===== src/rtl/core/mf3_pkg.sv =====
// Shared types, constants and helper functions for the 3x3 median filter.
// Used by every module of the filter; depends on nothing else.
`timescale 1ns / 1ps

package mf3_pkg;

	localparam int PIX_W      = 8;
	localparam int CFGW_W     = 11;
	localparam int CFGH_W     = 12;
	localparam int CFG_DATA_W = 12;
	localparam int CFG_IDX_W  = 1;
	localparam int ROW_W      = 13;

	localparam logic [CFG_IDX_W-1:0] REG_IMAGE_WIDTH  = 1'd0;
	localparam logic [CFG_IDX_W-1:0] REG_IMAGE_HEIGHT = 1'd1;

	localparam logic [CFGW_W-1:0] WIDTH_RST  = 11'd1024;
	localparam logic [CFGH_W-1:0] HEIGHT_RST = 12'd1024;

	// Output queue in front of the result port
	localparam int OQ_DEPTH = 8;
	localparam int OQ_AW    = 3;

	typedef logic [PIX_W-1:0] pix_t;

	typedef struct packed {
		pix_t pixel;
		logic flush;
	} pix_in_t;

	typedef struct packed {
		pix_t median;
		logic end_of_frame;
	} pix_out_t;

	// One window column; raw order p0 = top, p2 = bottom, sorted order p0 = min
	typedef struct packed {
		pix_t p2;
		pix_t p1;
		pix_t p0;
	} pix3_t;

	typedef struct packed {
		logic top_off;
		logic bot_off;
		logic col_off;
	} cell_mask_t;

	typedef struct packed {
		logic top_off;
		logic bot_off;
		logic left_off;
		logic right_off;
	} win_mask_t;

	function automatic pix3_t sort3(pix3_t v);
		pix_t a;
		pix_t b;
		pix_t c;
		pix_t t;
		pix3_t r;
		a = v.p0;
		b = v.p1;
		c = v.p2;
		if (a > b) begin
			t = a;
			a = b;
			b = t;
		end
		if (b > c) begin
			t = b;
			b = c;
			c = t;
		end
		if (a > b) begin
			t = a;
			a = b;
			b = t;
		end
		r.p0 = a;
		r.p1 = b;
		r.p2 = c;
		return r;
	endfunction

endpackage


===== src/rtl/core/mf3_cell.sv =====
// One column cell of the 3x3 window: holds three pixels, hands them on to
// its older neighbor, and presents its column masked and sorted. Uses mf3_pkg.
`timescale 1ns / 1ps

module mf3_cell (
	input  logic                clk,
	input  logic                arst_n,
	input  logic                shift,
	input  mf3_pkg::pix3_t      din,
	input  mf3_pkg::cell_mask_t mask,
	output mf3_pkg::pix3_t      col,
	output mf3_pkg::pix3_t      srt
);

	mf3_pkg::pix3_t col_q;
	mf3_pkg::pix3_t msk;

	always_ff @(posedge clk or negedge arst_n) begin
		if (!arst_n) begin
			col_q <= '0;
		end else if (shift) begin
			col_q <= din;
		end
	end

	// zero the pixels that fall outside the frame
	always_comb begin
		msk = col_q;
		if (mask.top_off) begin
			msk.p0 = '0;
		end
		if (mask.bot_off) begin
			msk.p2 = '0;
		end
		if (mask.col_off) begin
			msk = '0;
		end
	end

	assign col = col_q;
	assign srt = mf3_pkg::sort3(msk);

endmodule


===== config.mk =====
export PLATFORM = sky130hd
export DESIGN_NAME = mf3_cell
export DESIGN_NICKNAME = d
export VERILOG_FILES = /design/src/rtl/core/mf3_pkg.sv /design/src/rtl/core/mf3_cell.sv
export SDC_FILE = /design/constraint.sdc
export NUM_CORES = 1
export LEC_CHECK = 0
export BUFFER_PORTS_ARGS = -buffer_cell sky130_fd_sc_hd__buf_2
export CAP_MARGIN = 20
export CORE_UTILIZATION = 25
export CTS_CLUSTER_DIAMETER = 30
export DETAILED_ROUTE_END_ITERATION = 8
export PLACE_DENSITY_LB_ADDON = 0.15
export SETUP_SLACK_MARGIN = 0.05
export SLEW_MARGIN = 20
export SYNTH_ARGS = -nofsm -noshare
export SYNTH_HDL_FRONTEND = slang
export SYNTH_SLANG_ARGS = --single-unit

===== constraint.sdc =====
create_clock -name clk -period 13.9 [get_ports clk]
set_input_delay 0 -clock clk [delete_from_list [all_inputs] [get_ports clk]]
set_output_delay 0 -clock clk [all_outputs]
set_load 0.02 [all_outputs]

## Yosys cells after proc, flatten, opt, wreduce, memory -nomap -nowiden

Cells that the tools add are included.

| cells by class | value |
|---|---|
| order comparisons | 3 |
| multiplexer cells | 9 |

Operators with widths:

| operator | number |
|---|---|
| 2-to-1 mux 8 bit | 8 |
| > comparator 8 bit | 3 |
| 2-to-1 mux 24 bit | 1 |

| word-level totals | value |
|---|---|
| input bits | 30 |
| logic and storage cells | 15 |
| output and inout port bits | 48 |
| flip-flop bits (word level) | 24 |

## Logic depth before layout (Yosys ltp)

| depth | value |
|---|---|
| word-level depth | 8 |
| gate-level depth with buffers | 32 |
| gate-level depth less buffers | 27 |

## Worst setup path after synthesis

No wires, ideal clock.

| timing path | value |
|---|---|
| kind | register to output |
| start point | register col_q, in the netlist col[1] |
| end point | output port srt[5] (netlist bit) |
| slack | 7.018 ns |
| required time | 13.900 ns |
| cell stages (with the launch flop) | 30 |
| arrival time | 6.882 ns |
| buffers on the path | 5 |
| path through | dfrtp_1 -> nor3b_1 -> ha_1 -> nor2b_1 -> o32ai_1 -> o41ai_2 -> o22ai_1 -> buf_2 -> mux2i_1 -> inv_1 -> ha_1 -> nand4_1 -> a211o_1 -> or2_2 -> o32a_1 -> o221ai_2 -> or2_1 -> buf_4 -> nand2_4 -> buf_6 -> mux2i_1 -> ha_1 -> and3_1 -> o21ai_0 -> a21boi_0 -> o21a_1 -> clkbuf_1 -> clkbuf_1 -> o221ai_1 -> a221oi_1 |

RTL lines:

| item | RTL line | RTL |
|---|---|---|
| start: declaration | mf3_cell.sv:15 | `mf3_pkg::pix3_t col_q;` |
| start signal: assignment | mf3_cell.sv:22 | `col_q <= din;` |
| end: declaration | mf3_cell.sv:12 | `output mf3_pkg::pix3_t srt` |

==> results by group <==
Yosys
  • Synth Net Count: 365
  • Largest area contributor in the netlist: dfrtp_1
  • Synth Area in XOR/XNOR: 0%
  • Top cells by count, synth: 36 x nand2_1, 27 x mux2_2, 24 x dfrtp_1
  • EDFF count, synth: 0
  • Main combinational cell family by area after synthesis: compound AO/OA/AOI/OAI gates
  • Avg Inst Size Synth: between 8 and 9 um2
  • Synth Flop Type: dfrtp_1
  • Top-count cell post-synth: nand2_1
  • Asr flop ratio synth: 100%
  • Mapped Area: 0.00271 mm2
  • Mux contribution to synthesized area: around a fifth
  • Unique masters post-synth: 58
  • Yosys reg bits: 24
  • Synth Area in Compound Gates: 21.7%
  • Post-synth top area share: between 20 and 25%
  • Synth Instances: 313
  • Simple-gate share of the synthesized area: a little over a fifth
  • Area contributors post-synth: dfrtp_1 22%, mux2_2 11%, ha_1 10%
  • Yosys warnings: 0
  • Post-Synth Adder-Cell Area: 10.2%
  • Sequential-to-total area share from yosys stat: between 20% and 30%

Power and ir drop
  • Cell area power density: approximately 140 mW/mm2
  • Leakage: around 1.6 nW
  • Power, Total: between 0.4 and 0.5 mW
  • Maximum vdd drop: between 60 and 70 uV

Clocking
  • CTS tree: done
  • Longest Clk Path Bufs: 2
  • Clk slew on worst S/H paths: ~0.080 ns
  • H-tree depth: 1
  • Cts bufs inserted: 3
  • Clock latency on the worst-skew pair: roughly 0.26 ns
  • Post-CTS Setup Inserts: 0
  • Clk root buf: clkbuf_8
  • Sink Count: 24

Route
  • Drt drc: 0
  • Routed Antenna Nets: 0
  • Vias per inst: 5.02
  • Avg WL per Cell: 15.7 um
  • DR pass1 iterations: 4
  • Initial drt markers: 120
  • Total Wirelength: between 8000 and 9000 um
  • Vias: 2,709

Setup path
  • Crit path arrival time: 8.44 ns
  • Critical path peak fanout: 27
  • Cell depth of the worst flop-to-flop path: 2
  • Critical path buffers and inverters: 3
  • Slowest-stage cell, CP: o21a_1
  • Capture point of the worst reg-to-reg path: col[10]
  • CP top delay family: compound AO/OA/AOI/OAI gates
  • Max incr delay on CP: around 0.75 ns
  • FF-to-FF Start: col[10]
  • Worst Path Required: about 14 ns
  • Critical path endpoint category: primary output
  • Beginning of the critical path: col[1]
  • Worst path most repeated cell: ha_1
  • Critical Path Start Type: flip-flop
  • R2R setup slack: around 13 ns
  • Kind of critical path: reg -> out

Timing
  • Worst slew margin: 38.7%
  • Skew final: 0 ns
  • Max Clk Rate: approximately 120 MHz
  • Setup-failing EPs final: 0
  • Total negative slack: 0 ns
  • Final hold violation count: 0
  • Slew Viols, Final: 0
  • RSZ-0062 raised after global routing: false
  • Worst Max-Slew Pin Slew: around 0.9 ns
  • Hold WS: between 0.2 and 0.25 ns
  • Min Tclk post-route: roughly 8.4 ns
  • Post-route setup slack: 5.46 ns
  • Final Cycle Share: about three fifths

Cells and area
  • Area taken by multi-input logic gates: 0.00196 mm2
  • Area grow syn2layout: 29.5%
  • Max FFs per register: 24
  • Reg area: roughly 600 um2
  • Final Non-Filler Cells: 540
  • Final-layout fill cell count: between 1,000 and 1,500
  • Share of layout cells above drive strength 1: about a third
  • Layout net count: approximately 460
  • # diodes: 0
  • Post-route cell area: between 0.003 and 0.004 mm2
  • Final Core Density: 33.7%

Die
  • I/O pins: 78
  • Die X: 106 um
  • Std cell rows: 37
  • Die height: roughly 110 um
  • Die Area: around 0.011 mm2
  • Initial core utilization: between 20% and 30%
  • Core area: 0.0104 mm2

GRT
  • Initial antenna violation count: 0
  • Largest net degree at the start of global routing: 28
  • First-pass GRT wire length: about 14,000 um
  • Gr usage total: between 15 and 20%
  • Vias in the first global route: around 2,700
  • Overflow left after global routing: 0

Place
  • Post-Place Setup Slack: ~5.9 ns
  • Placed Cells: roughly 510
  • Placed Area: 0.00320 mm2
  • Routability Congestion: about 0.84
  • IO buf count: 77
  • DP HPWL: ~6600 um

Run status
  • Status: finished, final reports clean

Hold path
  • Worst Hold Class: in -> async

Flow run
  • MaxCap Viol Count: 0
==> kinds of logic (layout without fill, tap and decap cells) <==
kind of cell / after synthesis / after routing
flip-flops: 24 / 24
multiplexers: 47 / 47
AND/OR/NAND/NOR: 111 / 111
adder cells (fa/ha/maj): 22 / 22
buffers and inverters: 36 / 127
AO/OA/AOI/OAI: 73 / 73
==> metal layers <==
layer / track usage, % / vias to the layer above / share of wire (%)
met5: 0 / - / 0
met2: 23.6 / 97 / 43
met1: 22.3 / 1252 / 50
met4: 2.78 / 0 / 0.53
met3: 2.02 / 4 / 6.1
li1: - / 1356 / -
==> layout by cell type (no fill, tap or decap), types with 6 or more instances in the layout <==
master / n
dfrtp_1: 24
o21ai_0: 9
mux2_2: 27
nand2_1: 36
a221oi_1: 8
and2_1: 8
buf_2: 77
nor2b_1: 6
and3_1: 6
mux2i_1: 15
inv_1: 19
nor3_1: 11
o221ai_1: 11
dlygate4sd3_1: 25
nand2b_1: 10
a21oi_1: 6
nor2_1: 15
ha_1: 22
==> worst max path at each step <==
stage	to	slack (ns)	cells after the start
finish	srt[7]	5.46	26
detailed placement	srt[7]	5.91	26
floorplan	srt[5]	7.02	29
global placement	srt[7]	6.08	26
global route	srt[7]	4.84	26
CTS	srt[7]	5.57	26
==> final cells by class <==
cell class                 count  area share [%]
multi-input combinational    253            55.9
timing repair buffer         104            18.6
inverter                      19            2.03
clock buffer                   4            1.57
sequential                    24            17.1
tap                          136            4.85
==> power breakdown <==
part | leakage (nW) | switching (mW) | internal, mW
combinational | 1.30 | 0.227 | 0.134
clock | 0.0288 | 0.0212 | 0.0252
sequential | 0.281 | 0.00610 | 0.0768
total | 1.61 | 0.254 | 0.236
==> what timing repair did <==
item                      in CTS  in global routing
hold buffers                  25                  0
gates resized for setup        0                  0
hold endpoints to repair      48                  0
(Power assumes the default switching activity.)
