## src/rtl/core/mf3_pkg.sv

```systemverilog
// Shared types, constants and helper functions for the 3x3 median filter.
// Used by every module of the filter; depends on nothing else.
`timescale 1ns / 1ps

package mf3_pkg;

	localparam int PIX_W      = 8;
	localparam int CFGW_W     = 11;
	localparam int CFGH_W     = 12;
	localparam int CFG_DATA_W = 12;
	localparam int CFG_IDX_W  = 1;
	localparam int ROW_W      = 13;

	localparam logic [CFG_IDX_W-1:0] REG_IMAGE_WIDTH  = 1'd0;
	localparam logic [CFG_IDX_W-1:0] REG_IMAGE_HEIGHT = 1'd1;

	localparam logic [CFGW_W-1:0] WIDTH_RST  = 11'd1024;
	localparam logic [CFGH_W-1:0] HEIGHT_RST = 12'd1024;

	// Output queue in front of the result port
	localparam int OQ_DEPTH = 8;
	localparam int OQ_AW    = 3;

	typedef logic [PIX_W-1:0] pix_t;

	typedef struct packed {
		pix_t pixel;
		logic flush;
	} pix_in_t;

	typedef struct packed {
		pix_t median;
		logic end_of_frame;
	} pix_out_t;

	// One window column; raw order p0 = top, p2 = bottom, sorted order p0 = min
	typedef struct packed {
		pix_t p2;
		pix_t p1;
		pix_t p0;
	} pix3_t;

	typedef struct packed {
		logic top_off;
		logic bot_off;
		logic col_off;
	} cell_mask_t;

	typedef struct packed {
		logic top_off;
		logic bot_off;
		logic left_off;
		logic right_off;
	} win_mask_t;

	function automatic pix3_t sort3(pix3_t v);
		pix_t a;
		pix_t b;
		pix_t c;
		pix_t t;
		pix3_t r;
		a = v.p0;
		b = v.p1;
		c = v.p2;
		if (a > b) begin
			t = a;
			a = b;
			b = t;
		end
		if (b > c) begin
			t = b;
			b = c;
			c = t;
		end
		if (a > b) begin
			t = a;
			a = b;
			b = t;
		end
		r.p0 = a;
		r.p1 = b;
		r.p2 = c;
		return r;
	endfunction

endpackage

```

## src/rtl/core/mf3_med.sv

```systemverilog
// Two-stage median-of-nine network fed with three sorted window columns.
// Uses mf3_pkg for the pixel types and the three-input sort.
`timescale 1ns / 1ps

module mf3_med (
	input  logic              clk,
	input  logic              arst_n,
	input  logic              in_valid,
	input  logic              in_eof,
	input  mf3_pkg::pix3_t    srt0,
	input  mf3_pkg::pix3_t    srt1,
	input  mf3_pkg::pix3_t    srt2,
	output logic              res_valid,
	output mf3_pkg::pix_out_t res,
	output logic [1:0]        pend
);

	logic           v_s3;
	logic           eof_s3;
	mf3_pkg::pix3_t c0_s3;
	mf3_pkg::pix3_t c1_s3;
	mf3_pkg::pix3_t c2_s3;
	logic           v_s4;
	logic           eof_s4;
	mf3_pkg::pix3_t tri_s4;
	mf3_pkg::pix3_t mins;
	mf3_pkg::pix3_t mids;
	mf3_pkg::pix3_t maxs;
	mf3_pkg::pix3_t mins_srt;
	mf3_pkg::pix3_t mids_srt;
	mf3_pkg::pix3_t maxs_srt;
	mf3_pkg::pix3_t tri_d;
	mf3_pkg::pix3_t tri_srt;

	always_ff @(posedge clk or negedge arst_n) begin
		if (!arst_n) begin
			v_s3 <= 1'b0;
			v_s4 <= 1'b0;
		end else begin
			v_s3 <= in_valid;
			v_s4 <= v_s3;
		end
	end

	always_ff @(posedge clk) begin
		eof_s3 <= in_eof;
		c0_s3  <= srt0;
		c1_s3  <= srt1;
		c2_s3  <= srt2;
		eof_s4 <= eof_s3;
		tri_s4 <= tri_d;
	end

	// largest minimum, middle median, smallest maximum
	always_comb begin
		mins     = {c2_s3.p0, c1_s3.p0, c0_s3.p0};
		mids     = {c2_s3.p1, c1_s3.p1, c0_s3.p1};
		maxs     = {c2_s3.p2, c1_s3.p2, c0_s3.p2};
		mins_srt = mf3_pkg::sort3(mins);
		mids_srt = mf3_pkg::sort3(mids);
		maxs_srt = mf3_pkg::sort3(maxs);
		tri_d.p0 = mins_srt.p2;
		tri_d.p1 = mids_srt.p1;
		tri_d.p2 = maxs_srt.p0;
	end

	assign tri_srt          = mf3_pkg::sort3(tri_s4);
	assign res_valid        = v_s4;
	assign res.median       = tri_srt.p1;
	assign res.end_of_frame = eof_s4;
	assign pend             = {1'b0, v_s3} + {1'b0, v_s4};

endmodule

```

## config.mk

```make
export PLATFORM = sky130hd
export DESIGN_NAME = mf3_med
export DESIGN_NICKNAME = d
export VERILOG_FILES = /design/src/rtl/core/mf3_pkg.sv /design/src/rtl/core/mf3_med.sv
export SDC_FILE = /design/constraint.sdc
export NUM_CORES = 1
export LEC_CHECK = 0
export BUFFER_PORTS_ARGS = -buffer_cell sky130_fd_sc_hd__buf_2
export CORE_UTILIZATION = 56
export CTS_CLUSTER_SIZE = 10
export DETAILED_ROUTE_END_ITERATION = 12
export MAX_ROUTING_LAYER = met4
export PLACE_DENSITY = 0.86
export SLEW_MARGIN = 20
export SYNTH_ARGS = -nofsm -noshare
export SYNTH_HDL_FRONTEND = slang
export SYNTH_SLANG_ARGS = --single-unit
```

## constraint.sdc

```tcl
create_clock -name clk -period 6.9 [get_ports clk]
set_input_delay 0.69 -clock clk [delete_from_list [all_inputs] [get_ports clk]]
set_output_delay 0.69 -clock clk [all_outputs]
set_load 0.02 [all_outputs]
```

Word level (Yosys, flattened, before mapping) --
Index checks and enable logic that the tools add are counted.
Cells by class: $add $sub $neg 1, multiplexer cells 14, magnitude comparators 11
Operator list (number):
- 8-bit two-way mux | 14
- 8-bit greater-than comparator | 11
- 1-bit by 1-bit adder with 2-bit output | 1
Word-level totals: flip-flop bits (word level) 100, logic and storage cells 42, input port bits 76, output and inout port bits 12

Depth between registers and ports, before layout --
depth after elaboration 6, mapped depth 25

Worst setup path before layout --
Ideal clock, no wire load.
kind register -> output, from register tri_s4[9] (netlist bit), to output res[1] (netlist bit), slack 1577 ps, cell stages (with the launch flop) 23, data arrival time 4633 ps, cells stage by stage dfxtp_1 > inv_1 > ha_1 > nor2b_1 > o211ai_1 > a21oi_1 > o22ai_2 > clkbuf_1 > nand2_1 > o21ai_0 > ha_1 > a211oi_1 > nor2_1 > o31ai_2 > buf_4 > mux2i_1 > ha_1 > nor2b_1 > o211ai_1 > a21oi_1 > o21ai_0 > o21ai_1 > a222oi_1
RTL lines:
- start: declaration | line mf3_med.sv:25 | mf3_pkg::pix3_t tri_s4;
- start signal: assignment | line mf3_med.sv:51 | tri_s4 <= tri_d;
- end: declaration | line mf3_med.sv:14 | output mf3_pkg::pix_out_t res,

==> flow_summary.json <==
{
  "gp_congestion": 0.897,
  "placed_cells": 801,
  "clk_pin_slew_worst_paths_ns": 0.10,
  "synthArstFlopShare": 0.0200,
  "clock_skew_ns": 0.0164,
  "dp_hpwl_mm": 10.0,
  "timing.fmax_mhz": 158,
  "drt-pass1-iter-count": 5,
  "ys_ff_latch": 100,
  "areaGrowthSynthToFinish_pct": 13.7,
  "clockRootBuffer": "clkbuf_8",
  "layout.cells.non_filler": 817,
  "cp.required_ns": 6.21,
  "p_leak_nw": 3.16,
  "multi_input_area_sq_um": 3130,
  "utilization": 0.668,
  "grt_max_degree": 37,
  "antenna_found_initial": 0,
  "status": "finished, final reports clean",
  "cp.arrival_ns": 5.65,
  "grt_usage": 0.263,
  "setup_slack_ns": 0.560,
  "maxCapViolCount": 0,
  "fin_crit_ns": 6.34,
  "grt-ovfl-total": 0,
  "setup.worst_path.start_class": "flop",
  "fin_crit_sh": 0.919,
  "syn_area_sq_um": 5500,
  "ys_types": 38,
  "post-cts-setup-buffers": 0,
  "drive_above_1_share": 0.206,
  "rsz0062_at_grt": "false",
  "pwr-share-comb": 0.607,
  "switching_power_mw": 1.26,
  "timing.rr.end": "tri_s4[11]",
  "synth.avg_cell_area_sq_um": 9.28,
  "synth_cells": 593,
  "clock_power_share": 0.131,
  "tns_ns": 0,
  "synth_largest_area_cell": "dfxtp_1",
  "tightest_slew_ns": 1.06,
  "ys_seq_area_frac": 0.366,
  "r2r_cells": 21,
  "slew_headroom": 0.292,
  "die_area_sq_um": 10200,
  "synth-warning-count": 0,
  "num_rows": 35,
  "core_sq_um": 9370,
  "dr.first_iter.drc_count": 174,
  "reg2reg_from": "c1_s3[9]",
  "routedWlPerCell_microns": 15.0,
  "grt_first_pass_wirelength_mm": 20.5,
  "totalWireLength_mm": 12.3,
  "vdd.ir_drop.worst_v": 0.000454,
  "switching_share": 0.471,
  "drc": 0,
  "clk_latency_ns": 0.38,
  "intPower_mw": 1.42,
  "cts_tree": "built",
  "cts_sinks": 100,
  "cts_buffers": 9,
  "critPathKind": "reg2out",
  "htreeDepth": 3,
  "syn_nets": 758,
  "yosys_most_used_dff": "dfxtp_1",
  "setup_viol": 0,
  "die_h_microns": 101,
  "synth_top_area_share": 0.356,
  "seqCellArea_sq_um": 2010,
  "die_x_microns": 101,
  "diodes": 0,
  "yosysMostFrequentCell": "dfxtp_1",
  "synth_area_leaders": "dfxtp_1 36%, ha_1 20%, inv_1 5.4%, o21ai_0 4.9%, mux2i_1 4.4%",
  "synth_common_cells": "98 x dfxtp_1, 89 x ha_1, 79 x inv_1, 61 x nand2_1, 54 x o21ai_0",
  "worstPathMaxFanout": 36,
  "hold_class": "in2async",
  "num_vias": 4577,
  "seq_power_share": 0.262,
  "r2r_slack_ns": 1.46,
  "grt_pass1_vias": 4750,
  "worstSetupEndpointType": "primary output",
  "report.final.slew_viol_count": 0,
  "viasPerCell": 5.60,
  "synth_edf_count": 0,
  "place_ws_ns": 0.905,
  "fill_cells": 757,
  "start_util": 0.587,
  "holdWs_ns": 0.0769,
  "hold_violations": 0,
  "cellPowerDensity_nw_per_um2": 429,
  "clk_path_buf_depth": 2,
  "design.portCount": 88,
  "layout.nets": 848,
  "final_antenna_net_count": 0,
  "port_buffers": 87
}
how the worst max path moves through the flow:
stage | start | slack, ns | end | cells after the start
finish | tri_s4[9] | 0.56 | res[7] | 24
global route | tri_s4[9] | 0.14 | res[7] | 25
CTS | tri_s4[9] | 0.49 | res[7] | 25
detailed placement | tri_s4[9] | 0.91 | res[7] | 25
global placement | tri_s4[9] | 1.16 | res[2] | 24
floorplan | tri_s4[9] | 1.58 | res[1] | 22
repair_timing:
item                       in CTS  in global routing
gates resized for setup         0                  1
hold buffers                    0                  0
setup endpoints to repair       0                  1
critical path, cell delays in order (launching register included):
cell,delay (ns)
dfxtp_1,0.35
inv_1,0.07
ha_1,0.29
nor2b_1,0.13
o211ai_1,0.15
a21oi_1,0.10
o22ai_2,0.09
buf_4,0.33
nand2_1,0.09
o21ai_0,0.14
ha_1,0.30
nor2b_1,0.13
o211ai_1,0.16
a21oi_1,0.10
o31ai_2,0.45
buf_4,0.27
mux2i_1,0.21
ha_1,0.26
nor2b_1,0.13
o211ai_1,0.16
a21oi_1,0.10
o21ai_0,0.30
o21ai_1,0.29
a222oi_1,0.41
buf_2,0.25
state kept, by name (all words and copies together) (netlist names):
register / count
c0_s3: 24
v_s3: 1
res_valid: 1
eof_s3: 1
c1_s3: 24
c2_s3: 24
tri_s4: 24
eof_s4: 1
layout make-up:
cell class	instances	share of cell area
flip-flops and latches	100	0.321
clock buffers	10	0.0220
well taps	129	0.0258
inverters	79	0.0474
multi-input cells	401	0.500
repair buffers	92	0.0756
clock inverters	6	0.00740
cells by family (layout without fill, tap and decap cells):
kind of cell	Yosys count	in the layout	share of synthesized area
AO/OA/AOI/OAI	151	151	0.187
adder cells (fa/ha/maj)	89	89	0.202
buffers and inverters	92	187	0.0659
flip-flops	100	100	0.366
multiplexers	39	39	0.0750
AND/OR/NAND/NOR	122	122	0.105
cell usage in the layout (no fill, tap or decap), types with 3 or more instances in the layout:
master / synthesis / routed
o221a_1: 8 / 8
o31ai_2: 3 / 3
mux2_2: 14 / 14
a211oi_1: 4 / 4
nor2_1: 17 / 17
nor2b_1: 11 / 11
buf_4: 4 / 5
a222oi_1: 16 / 16
o21ai_0: 54 / 54
mux2i_1: 24 / 24
or2_2: 5 / 5
clkbuf_8: 0 / 10
ha_1: 89 / 89
dfxtp_1: 98 / 98
inv_1: 79 / 79
buf_2: 2 / 87
nand4_1: 22 / 22
nand2_1: 61 / 61
o211ai_1: 9 / 9
a21oi_1: 42 / 42
routing by layer:
metal | share of wire | routed length [microns] | track usage | vias up
li1 | - | - | - | 2301
met1 | 0.42 | 5190 | 0.295 | 2091
met2 | 0.50 | 6150 | 0.451 | 146
met3 | 0.046 | 564 | 0.0504 | 39
met4 | 0.032 | 390 | 0.124 | 0
met5 | 0 | 0 | - | -
power groups by stage:
stage | sequential (mW) | combinational (mW) | clock [mW]
final | 0.703 | 1.63 | 0.352
after global routing | 0.710 | 1.81 | 0.387
after CTS | 0.702 | 1.61 | 0.360
after detailed placement | 0.715 | 1.60 | 0
after global placement | 0.712 | 1.54 | 0
after floorplan | 0.699 | 1.16 | 0
through the flow:
step           area [sq um]  total power [mW]
6_report               6260              2.68
5_1_grt                6260              2.90
3_5_place_dp           6070              2.31
2_1_floorplan          5500              1.86
4_1_cts                6260              2.67
3_3_place_gp           6070              2.25
No activity file was read; power rests on OpenSTA's default activity.
